<file path="config.mk">
export PLATFORM = sky130hd
export DESIGN_NAME = irc_line_tokenizer
export DESIGN_NICKNAME = d
export VERILOG_FILES = /design/src/sv/irc_tok_pkg.sv /design/src/sv/irc_tok_step.sv /design/src/sv/irc_tok_outq.sv /design/src/sv/irc_line_tokenizer.sv
export VERILOG_INCLUDE_DIRS = /design/src /design/src/sv
export SDC_FILE = /design/constraint.sdc
export NUM_CORES = 1
export LEC_CHECK = 0
export ABC_AREA = 1
export BUFFER_PORTS_ARGS = -buffer_cell sky130_fd_sc_hd__buf_2
export CAP_MARGIN = 5
export CORE_AREA = 4 4 103 105
export CTS_BUF_LIST = sky130_fd_sc_hd__clkbuf_8
export DETAILED_ROUTE_END_ITERATION = 8
export DIE_AREA = 0 0 107 109
export SETUP_SLACK_MARGIN = 0.15
export SLEW_MARGIN = 40
export SYNTH_ARGS = -nofsm -noshare
export SYNTH_HDL_FRONTEND = slang
export SYNTH_HIERARCHICAL = 1
export SYNTH_SLANG_ARGS = --single-unit
</file>
<file path="constraint.sdc">
create_clock -name clk -period 4.05 [get_ports clk]
set_clock_uncertainty 0.15 [all_clocks]
set_input_delay 0.2025 -clock clk [delete_from_list [all_inputs] [get_ports clk]]
set_output_delay 0.2025 -clock clk [all_outputs]
set_load 0.03 [all_outputs]
</file>
<file path="src/sv/irc_line_tokenizer_macros.svh">
// ----------------------------------------------------------------------------
// IRC line tokenizer assertion macros
// Shorthand for clocked, reset-qualified concurrent checks.
// ----------------------------------------------------------------------------
`ifndef IRC_LINE_TOKENIZER_MACROS_SVH
`define IRC_LINE_TOKENIZER_MACROS_SVH

// same-cycle implication
`define IRC_TOK_ASSERT_IMP(label, ante, cons, msg) \
  label: assert property (@(posedge clk) disable iff (!rst_n) (ante) |-> (cons)) \
    else $error(msg);

// next-cycle implication
`define IRC_TOK_ASSERT_NXT(label, ante, cons, msg) \
  label: assert property (@(posedge clk) disable iff (!rst_n) (ante) |=> (cons)) \
    else $error(msg);

`endif

</file>
<file path="src/sv/irc_tok_pkg.sv">
// ----------------------------------------------------------------------------
// IRC line tokenizer package
// Event codes, character constants and the result record.
// ----------------------------------------------------------------------------
`default_nettype none

package irc_tok_pkg;

  localparam int MAX_PARAMS = 15;
  localparam logic [3:0] PARAM_CAP = (MAX_PARAMS > 15) ? 4'd15 : 4'(MAX_PARAMS);

  localparam logic [2:0] EV_DATA    = 3'd0;
  localparam logic [2:0] EV_END     = 3'd1;
  localparam logic [2:0] EV_DISCARD = 3'd2;
  localparam logic [2:0] EV_OK      = 3'd3;
  localparam logic [2:0] EV_ERR     = 3'd4;

  localparam logic [1:0] KIND_PREFIX  = 2'd0;
  localparam logic [1:0] KIND_COMMAND = 2'd1;
  localparam logic [1:0] KIND_MIDDLE  = 2'd2;
  localparam logic [1:0] KIND_TRAIL   = 2'd3;

  localparam logic [7:0] CH_LF    = 8'h0A;
  localparam logic [7:0] CH_CR    = 8'h0D;
  localparam logic [7:0] CH_COLON = 8'h3A;
  localparam logic [7:0] CH_SPACE = 8'h20;

  typedef struct packed {
    logic [2:0] event_res;
    logic [7:0] char_out;
    logic [1:0] field_kind;
    logic [3:0] param_index;
    logic       last;
  } res_t;

endpackage

`default_nettype wire

</file>
<file path="src/sv/irc_tok_step.sv">
// ----------------------------------------------------------------------------
// IRC tokenizer step
// Line-parse state and the results one byte produces (zero, one or two).
// ----------------------------------------------------------------------------
`default_nettype none

module irc_tok_step (
  input  wire logic              clk,
  input  wire logic              rst_n,
  input  wire logic [7:0]        rx_byte,
  input  wire logic              link_closed,
  input  wire logic              commit,
  output logic [1:0]             res_cnt,
  output irc_tok_pkg::res_t      res0,
  output irc_tok_pkg::res_t      res1
);
  import irc_tok_pkg::*;

  localparam logic [2:0] PH_START   = 3'd0;
  localparam logic [2:0] PH_PREFIX  = 3'd1;
  localparam logic [2:0] PH_COMMAND = 3'd2;
  localparam logic [2:0] PH_PARAM   = 3'd3;
  localparam logic [2:0] PH_TRAIL   = 3'd4;

  logic [2:0] phase_r, phase_nxt, ph;
  logic [3:0] pcnt_r, pcnt_nxt;
  logic       fopen_r, fopen_nxt;
  logic [1:0] kind_cur;
  logic [3:0] idx_cur;

  always_comb begin
    ph = (phase_r > PH_TRAIL) ? PH_START : phase_r;
    case (ph)
      PH_PREFIX:  kind_cur = KIND_PREFIX;
      PH_COMMAND: kind_cur = KIND_COMMAND;
      PH_PARAM:   kind_cur = KIND_MIDDLE;
      default:    kind_cur = KIND_TRAIL;
    endcase
    idx_cur = (ph == PH_PARAM || ph == PH_TRAIL) ? pcnt_r : 4'd0;
  end

  always_comb begin
    phase_nxt = phase_r;
    pcnt_nxt  = pcnt_r;
    fopen_nxt = fopen_r;
    res_cnt   = 2'd0;
    res0      = '0;
    res1      = '0;
    if (link_closed || rx_byte == CH_LF) begin
      phase_nxt = PH_START;
      pcnt_nxt  = 4'd0;
      fopen_nxt = 1'b0;
      if (ph != PH_START) begin
        res0    = '{EV_END, 8'd0, kind_cur, idx_cur, 1'b0};
        res1    = '{(link_closed ? EV_ERR : EV_OK), 8'd0, 2'd0, 4'd0, 1'b1};
        res_cnt = 2'd2;
      end else begin
        res0    = '{(link_closed ? EV_ERR : EV_OK), 8'd0, 2'd0, 4'd0, 1'b1};
        res_cnt = 2'd1;
      end
    end else if (rx_byte != CH_CR) begin
      case (ph)
        PH_PREFIX: begin
          res_cnt = 2'd1;
          if (rx_byte == CH_SPACE) begin
            res0      = '{EV_END, 8'd0, KIND_PREFIX, 4'd0, 1'b1};
            phase_nxt = PH_COMMAND;
            fopen_nxt = 1'b0;
          end else begin
            res0      = '{EV_DATA, rx_byte, KIND_PREFIX, 4'd0, 1'b1};
            fopen_nxt = 1'b1;
          end
        end
        PH_COMMAND: begin
          res_cnt = 2'd1;
          if (rx_byte == CH_SPACE) begin
            res0      = '{EV_END, 8'd0, KIND_COMMAND, 4'd0, 1'b1};
            phase_nxt = PH_PARAM;
            pcnt_nxt  = 4'd0;
            fopen_nxt = 1'b0;
          end else begin
            res0      = '{EV_DATA, rx_byte, KIND_COMMAND, 4'd0, 1'b1};
            fopen_nxt = 1'b1;
          end
        end
        PH_PARAM: begin
          if (rx_byte == CH_SPACE) begin
            res0      = '{EV_END, 8'd0, KIND_MIDDLE, pcnt_r, 1'b1};
            res_cnt   = 2'd1;
            // index saturates: overflow marker
            if (pcnt_r < PARAM_CAP) pcnt_nxt = pcnt_r + 4'd1;
            fopen_nxt = 1'b0;
          end else if (rx_byte == CH_COLON) begin
            // discard only if the parameter already gathered bytes
            if (fopen_r) begin
              res0    = '{EV_DISCARD, 8'd0, KIND_MIDDLE, pcnt_r, 1'b1};
              res_cnt = 2'd1;
            end
            phase_nxt = PH_TRAIL;
            fopen_nxt = 1'b0;
          end else begin
            res0      = '{EV_DATA, rx_byte, KIND_MIDDLE, pcnt_r, 1'b1};
            res_cnt   = 2'd1;
            fopen_nxt = 1'b1;
          end
        end
        PH_TRAIL: begin
          res0      = '{EV_DATA, rx_byte, KIND_TRAIL, pcnt_r, 1'b1};
          res_cnt   = 2'd1;
          fopen_nxt = 1'b1;
        end
        default: begin
          pcnt_nxt  = 4'd0;
          fopen_nxt = 1'b0;
          if (rx_byte == CH_COLON) begin
            phase_nxt = PH_PREFIX;
          end else if (rx_byte == CH_SPACE) begin
            res0      = '{EV_END, 8'd0, KIND_COMMAND, 4'd0, 1'b1};
            res_cnt   = 2'd1;
            phase_nxt = PH_PARAM;
          end else begin
            res0      = '{EV_DATA, rx_byte, KIND_COMMAND, 4'd0, 1'b1};
            res_cnt   = 2'd1;
            phase_nxt = PH_COMMAND;
            fopen_nxt = 1'b1;
          end
        end
      endcase
    end
  end

  always_ff @(posedge clk) begin
    if (!rst_n) begin
      phase_r <= PH_START;
      pcnt_r  <= 4'd0;
      fopen_r <= 1'b0;
    end else if (commit) begin
      phase_r <= phase_nxt;
      pcnt_r  <= pcnt_nxt;
      fopen_r <= fopen_nxt;
    end
  end

endmodule

`default_nettype wire

</file>
<file path="src/sv/irc_tok_outq.sv">
// ----------------------------------------------------------------------------
// IRC tokenizer result buffer
// Two-entry holding register; takes one or two results, hands them out in order.
// ----------------------------------------------------------------------------
`default_nettype none

module irc_tok_outq (
  input  wire logic              clk,
  input  wire logic              rst_n,
  input  wire logic              load,
  input  wire logic [1:0]        load_cnt,
  input  wire irc_tok_pkg::res_t load_res0,
  input  wire irc_tok_pkg::res_t load_res1,
  output logic                   can_load,
  output logic                   out_valid,
  input  wire logic              out_ready,
  output irc_tok_pkg::res_t      out_res
);
  import irc_tok_pkg::*;

  logic [1:0] cnt_r, cnt_nxt;
  res_t       head_r, tail_r;
  logic       pop;

  assign out_valid = (cnt_r != 2'd0);
  assign out_res   = head_r;
  assign pop       = out_valid && out_ready;
  // room once the last held result leaves this cycle
  assign can_load  = (cnt_r == 2'd0) || (cnt_r == 2'd1 && out_ready);

  always_comb begin
    cnt_nxt = cnt_r;
    if (load)     cnt_nxt = load_cnt;
    else if (pop) cnt_nxt = cnt_r - 2'd1;
  end

  always_ff @(posedge clk) begin
    if (!rst_n) cnt_r <= 2'd0;
    else        cnt_r <= cnt_nxt;
  end

  always_ff @(posedge clk) begin
    if (load) begin
      head_r <= load_res0;
      tail_r <= load_res1;
    end else if (pop) begin
      head_r <= tail_r;
    end
  end

endmodule

`default_nettype wire

</file>
<file path="src/sv/irc_line_tokenizer.sv">
// Accepted bytes are held in the input register; results are registered in the result buffer.
// Throughput: one byte per cycle while the result buffer can load; a byte that ends an
//   open field at line end gives two results and holds the next byte while they drain.
// The rate is set by the single step register feeding the two-entry result buffer.
// Reset (rst_n low, synchronous): empties both stages, parser back to line start.
// ----------------------------------------------------------------------------
// IRC line tokenizer
// Input register, byte step logic with parser state, result buffer.
// ----------------------------------------------------------------------------
`default_nettype none

`include "irc_line_tokenizer_macros.svh"

module irc_line_tokenizer (
  input  wire logic       clk,
  input  wire logic       rst_n,
  input  wire logic       in_valid,
  output logic            in_ready,
  input  wire logic [7:0] in_rx_byte,
  input  wire logic       in_link_closed,
  output logic            out_valid,
  input  wire logic       out_ready,
  output logic [2:0]      out_event_res,
  output logic [7:0]      out_char_out,
  output logic [1:0]      out_field_kind,
  output logic [3:0]      out_param_index,
  output logic            out_last
);
  import irc_tok_pkg::*;

  logic       item_v_r;
  logic [7:0] byte_r;
  logic       closed_r;
  logic [1:0] step_cnt;
  res_t       step_res0, step_res1, out_res;
  logic       can_load, consume, load;

  assign consume  = item_v_r && (step_cnt == 2'd0 || can_load);
  assign load     = item_v_r && step_cnt != 2'd0 && can_load;
  assign in_ready = !item_v_r || consume;

  always_ff @(posedge clk) begin
    if (!rst_n)        item_v_r <= 1'b0;
    else if (in_ready) item_v_r <= in_valid;
  end

  always_ff @(posedge clk) begin
    if (in_valid && in_ready) begin
      byte_r   <= in_rx_byte;
      closed_r <= in_link_closed;
    end
  end

  irc_tok_step u_step (
    .clk         (clk),
    .rst_n       (rst_n),
    .rx_byte     (byte_r),
    .link_closed (closed_r),
    .commit      (consume),
    .res_cnt     (step_cnt),
    .res0        (step_res0),
    .res1        (step_res1)
  );

  irc_tok_outq u_outq (
    .clk       (clk),
    .rst_n     (rst_n),
    .load      (load),
    .load_cnt  (step_cnt),
    .load_res0 (step_res0),
    .load_res1 (step_res1),
    .can_load  (can_load),
    .out_valid (out_valid),
    .out_ready (out_ready),
    .out_res   (out_res)
  );

  assign out_event_res   = out_res.event_res;
  assign out_char_out    = out_res.char_out;
  assign out_field_kind  = out_res.field_kind;
  assign out_param_index = out_res.param_index;
  assign out_last        = out_res.last;

  `IRC_TOK_ASSERT_IMP(a_char_zero, out_valid && out_event_res != EV_DATA,
                      out_char_out == 8'd0, "char set on non-data result")
  `IRC_TOK_ASSERT_IMP(a_line_last,
                      out_valid && (out_event_res == EV_OK || out_event_res == EV_ERR),
                      out_last, "line event not last")
  `IRC_TOK_ASSERT_NXT(a_in_held, in_valid && in_ready, item_v_r,
                      "accepted item lost from step register")

endmodule

`default_nettype wire

</file>
# Yosys cells after proc, flatten, opt, wreduce, memory -nomap -nowiden
# Index checks and enable logic that the tools add are counted.
# Widths: inputs -> output; s select.
[word_totals]
register_bits = 56
input_bits = 13
[classes]
addsub = 2
n_lt_le_gt_ge = 2
eq_ne = 17
n_mux = 49
n_reduce_logical = 26
[op_table]
columns = ["op", "n"]
rows = [
  ["$mux 18", 6],
  ["$pmux 18 s4", 1],
  ["$mux 16", 3],
  ["$mux 17", 2],
  ["$mux 3", 9],
  ["$mux 4", 6],
  ["$eq 8x6->1 const B", 2],
  ["$mux 2", 6],
  ["$ne 3x3->1 const B", 4],
  ["$pmux 3 s4", 1],
  ["$pmux 4 s3", 1],
  ["$mux 1", 11],
  ["$eq 8x4->1 const B", 1],
  ["$ne 8x4->1 const B", 1],
  ["$reduce_bool 2->1", 4],
  ["$reduce_and 7->1", 1],
  ["$eq 3x2->1 const B", 2],
  ["$logic_and 1x1->1", 6],
  ["$ne 3x1->1 const B", 2],
  ["$pmux 2 s3", 1],
  ["$reduce_and 6->1", 1],
  ["$logic_or 1x1->1", 5],
  ["$add 4x1->4 const B", 1],
  ["$logic_not 2->1", 2],
  ["other kinds (15)", 17],
]

# Longest topological paths before layout
[logic_depth]
depth_word = 12
depth_mapped = 19

# Hierarchy
# The synthesis kept the hierarchy.
[modules_own_cells]
columns = ["mod", "n_inst", "cells_each", "area_each_um2"]
rows = [
  ["irc_tok_outq", 1, 120, 1485.2],
  ["irc_tok_step", 1, 179, 996.0],
  ["irc_line_tokenizer", 1, 23, 369.1],
]

# Worst setup path before layout
# OpenSTA, ideal clock, no wires.
[synth_timing]
path_type = "register to register"
from = "register byte_r[3]"
to = "register u_outq.head_r, in the netlist u_outq/out_res[0], enable pin"
arrival_ps = 3044
t_required_ps = 3527
path_slack_ps = 483
stages_incl_launch_ff = 17
path_buffers = 1
synth_period_minus_slack_ps = 3567
path_cell_list = "edfxtp_1 nand2_1 inv_1 nand2_2 nor2_2 nor2_4 inv_4 a21oi_4 nand2_2 o21ai_0 inv_1 nand2_4 nand2_1 nor2_1 buf_6 a21oi_1 inv_1"
[synth_between]
elab_chain_cells = 10
[synth_rtl]
columns = ["item", "line", "source"]
rows = [
  ["start: declaration", "irc_line_tokenizer.sv:32", "logic [7:0] byte_r;"],
  ["start signal: assignment", "irc_line_tokenizer.sv:49", "byte_r <= in_rx_byte;"],
  ["$eq 8x6->1", "irc_tok_step.sv:93, irc_tok_step.sv:115", ""],
  ["$mux 1", "irc_tok_step.sv:93", "end else if (rx_byte == CH_COLON) begin"],
  ["$mux 2", "irc_tok_step.sv:87", "if (rx_byte == CH_SPACE) begin"],
  ["$pmux 2 s2", "irc_tok_step.sv:62", "case (ph)"],
  ["$mux 2", "irc_tok_step.sv:61", "end else if (rx_byte != CH_CR) begin"],
  ["$mux 2 *", "irc_tok_step.sv:49", "if (link_closed || rx_byte == CH_LF) begin"],
  ["net step_cnt[0]", "irc_line_tokenizer.sv:34", "logic [1:0] step_cnt;"],
  ["$reduce_bool 2->1 *", "irc_line_tokenizer.sv:39", "assign load = item_v_r && step_cnt != 2'd0 && can_load;"],
  ["$logic_and 1x1->1 * (2 in a row)", "irc_line_tokenizer.sv:39", ""],
  ["net load", "irc_line_tokenizer.sv:36", "logic can_load, consume, load;"],
  ["$reduce_bool 2->1 (no line) *", "n/a", ""],
  ["end signal: assignment", "irc_tok_outq.sv:44", "head_r <= load_res0;"],
  ["end signal: assignment", "irc_tok_outq.sv:47", "head_r <= tail_r;"],
  ["end: declaration", "irc_tok_outq.sv:22", "res_t head_r, tail_r;"],
]
# The timed path passes the listed nets; every way through them passes the cells marked *.
# A chain may end at the register's enable or synchronous reset.

# Worst setup path after layout
[layout_timing]
from = "register byte_r[3]"
to = "register u_outq.head_r, in the netlist u_outq/out_res[15] (data pin)"
[layout_between]
elab_chain_cells = 10
[layout_rtl]
columns = ["item", "line", "source"]
rows = [
  ["$eq 8x6->1", "irc_tok_step.sv:93, irc_tok_step.sv:115", ""],
  ["$mux 1", "irc_tok_step.sv:93", ""],
  ["$mux 2", "irc_tok_step.sv:87", ""],
  ["$pmux 2 s2", "irc_tok_step.sv:62", ""],
  ["$mux 2", "irc_tok_step.sv:61", ""],
  ["$mux 2 *", "irc_tok_step.sv:49", ""],
  ["net step_cnt[0]", "irc_line_tokenizer.sv:34", ""],
  ["$reduce_bool 2->1 *", "irc_line_tokenizer.sv:39", ""],
  ["$logic_and 1x1->1 * (2 in a row)", "irc_line_tokenizer.sv:39", ""],
  ["net load", "irc_line_tokenizer.sv:36", ""],
  ["$mux 18 *", "irc_tok_outq.sv:43", "if (load) begin"],
]
# Marks and branches as above.

==> metrics.txt <==
status=finished, final reports clean; CP Capture Type=flip-flop; H-tree levels=2; Ant. Diodes=0; NetSw=0.6637 mW; crit-path max FO=42; Min Hold Slack=roughly 0.069 ns; Unique masters post-synth=34; mean routed wirelength per cell=10.96 µm; met1 Usage GRT=between 10% and 20%; TritonCTS clock tree=built; clock latency on the worst-skew pair=between 0.3 and 0.4 ns; met3 Track Usage GR=about 2.2%; Finished Cell Area=~0.0033 mm²; Longest Clk Path Bufs=2; cells after synthesis=about 320; vias in the first global route=2,000; Avg Cell Area, Syn=8.852 µm²; hold crit path type=input pin to flip-flop; GR Util met2=between 10% and 20%; minimum clock period=around 3.0 ns; Combinational Power Share=between 30% and 40%; commonest non-fill, non-tap cell in the layout=nand2_1; Final Total Pwr=approximately 1.7 mW; Setup Buffers After CTS=0; Switching Share=approximately 39%; die area=between 0.01 and 0.015 mm²; Fin Setup TNS=0 ns; initial antenna violation count=0; CP top delay family=buffers and inverters; dpl cells=481; CP Class=flip-flop to flip-flop; layout cells sized above 1=a little under a fifth; Sequential Power Share=47.7%; nets=roughly 380; FF+latch count, synth=56; Via density=between 4 and 5; Period Utilization, post-route=around three quarters; Vias=roughly 2,100; global-route wire length before repair=between 9 and 10 mm; final hold vios=0; crit-path cells=nand2_1 -> inv_1 -> nand2_2 -> nor2_2 -> nor2_4 -> inv_4 -> a21oi_4 -> nand2_2 -> o21ai_0 -> inv_1 -> nand2_4 -> nand2_1 -> nor2_2 -> buf_4 -> inv_2 -> nand2_1 -> nand2_1; CTS root buf=clkbuf_8; initial drt markers=between 100 and 150; WP data arrival=about 3 ns; DRT antenna net count=0; Clock transition at path regs=between 0.1 and 0.15 ns; RSZ-0062 raised after global routing=false; area occupied by multi-input gates=approximately 0.0010 mm²; Clock power frac=a little under a fifth; post-route insts no fill=around 500; VDD IR max=between 0.2 and 0.3 mV; largest net degree at the start of global routing=43; initial core utilization=~30%; First-pass DRT Iterations=4; Final Setup Violations=0; DRC=0; Slew Limit Fails=0; row count=36; most frequent CP cell=nand2_1; P_leak=about 1.5 nW; Die Y=between 100 and 150 µm; Total Wirelength=about 5.5 mm; Buf+Inv Stages, Crit Path=5; MaxCap Viol Count=0; placed instance area=between 0.003 and 0.004 mm²; CP startpoint kind=flip-flop; CTS Buf Count=5; yosys warns=6; fmax=about 0.33 GHz; Max-slew headroom=52.77%; Internal Power=around 1.1 mW; crit-path max cell delay=between 0.4 and 0.5 ns; GR peak layer=met2; mapped cell area=around 0.0029 mm²; PwrDens=~530 mW/mm²; Tightest Pin Transition=0.7077 ns; clk sinks=56; Reg area=0.001572 mm²; Data required, critical path=a little under 4 ns; number of port buffers=32; post-synthesis sequential area ratio=a little under three fifths; area delta synth->final=14.62%; core region area=roughly 0.0096 mm²; Filler cells=1,016; grt total ovfl=0; post-DP HPWL=just over 4 mm; most frequent cells in the layout=102 x nand2_1, 45 x edfxtp_1, 39 x nor2_1; Ports=33; die width=approximately 110 µm; Placer Congestion=approximately 0.86; gr usage total=under 10%; CP max stage cell=edfxtp_1
==> kinds of logic after synthesis <==
logic type,synth area share (%)
AO/OA/AOI/OAI,5.136
XOR/XNOR,0.3073
flip-flops,55.14
adder cells (fa/ha/maj),1.317
other,0.1316
buffers and inverters,11.33
AND/OR/NAND/NOR,26.65
==> worst register-to-register path, cell delays in order (launching register included) <==
cell,delay (ns)
edfxtp_1,0.41
nand2_1,0.08
inv_1,0.04
nand2_2,0.07
nor2_2,0.05
nor2_4,0.20
inv_4,0.10
a21oi_4,0.18
nand2_2,0.07
o21ai_0,0.24
inv_1,0.11
nand2_4,0.10
nand2_1,0.06
nor2_2,0.09
buf_4,0.41
inv_2,0.27
nand2_1,0.11
nand2_1,0.07
==> Yosys cell counts, drive strengths merged <==
cell / count / area share [%]
o22ai: 1 / 0.22
nor2: 45 / 6.7
xnor2: 1 / 0.31
nand3: 15 / 3.4
conb: 1 / 0.13
buf: 20 / 5.7
a21boi: 1 / 0.26
ha: 3 / 1.3
inv: 42 / 5.6
edfxtp: 45 / 47
nand2: 107 / 15
dfxtp: 11 / 7.7
and3: 1 / 0.26
o21ai: 10 / 1.9
a21oi: 12 / 2.8
nor3: 4 / 0.88
nor4: 1 / 0.22
nand4: 2 / 0.44
==> layout make-up <==
| class | instances | share of cell area (%) |
|---|---|---|
| Multi-Input combinational cell | 217 | 30.83 |
| Sequential cell | 56 | 48.10 |
| Clock buffer | 5 | 2.106 |
| Clock inverter | 3 | 0.7660 |
| Tap cell | 133 | 5.094 |
| Inverter | 42 | 4.902 |
| Timing Repair Buffer | 43 | 8.196 |
==> worst paths after layout <==
kind,from,end,slack [ns],depth (start not counted)
hold reg to reg,u_step/pcnt_r[3]$_SDFFE_PN0P_,u_step/pcnt_r[3]$_SDFFE_PN0P_,0.35,2
setup reg to reg,byte_r[3]$_DFFE_PP_,u_outq/out_res[15]$_DFFE_PP_,1.00,17
setup / recovery,byte_r[3]$_DFFE_PP_,u_outq/out_res[15]$_DFFE_PP_,1.00,17
hold / removal,rst_n,u_step/phase_r[0]$_SDFFE_PN0P_,0.07,3
==> state kept, by name, indices dropped and copies added (netlist names) <==
| signal | cells |
|---|---|
| byte_r | 8 |
| closed_r | 1 |
| item_v_r | 1 |
| u_outq/cnt_r | 2 |
| u_outq/out_res | 18 |
| u_outq/tail_r | 18 |
| u_step/fopen_r | 1 |
| u_step/pcnt_r | 4 |
| u_step/phase_r | 3 |
==> power by group through the flow <==
| stage | Clock [mW] | Sequential [mW] | Combinational [mW] |
|---|---|---|---|
| final | 0.320 | 0.820 | 0.579 |
| after global routing | 0.356 | 0.833 | 0.651 |
| after CTS | 0.334 | 0.823 | 0.588 |
| after detailed placement | 0 | 0.835 | 0.578 |
| after global placement | 0 | 0.833 | 0.571 |
| after floorplan | 0 | 0.939 | 0.345 |
==> layer usage <==
layer,part of all wire [%],up-vias
li1,-,1079
met1,47,931
met2,46,46
met3,5.8,2
met4,0.64,0
met5,0,-
==> metrics by stage <==
stage          utilization, %  setup slack [ns]
6_report                33.89             1.002
5_1_grt                 33.89            0.5644
4_1_cts                 33.89            0.9536
3_5_place_dp            31.88            0.9726
3_3_place_gp            31.88             1.071
2_1_floorplan               -            0.4830
==> repair_timing <==
action / 4_1_cts / 5_1_grt
endpoints found under the hold margin: 10 / 0
hold buffers: 10 / 0
resized for setup: 0 / 0
Note: power is estimated with default switching activity, not from simulation.
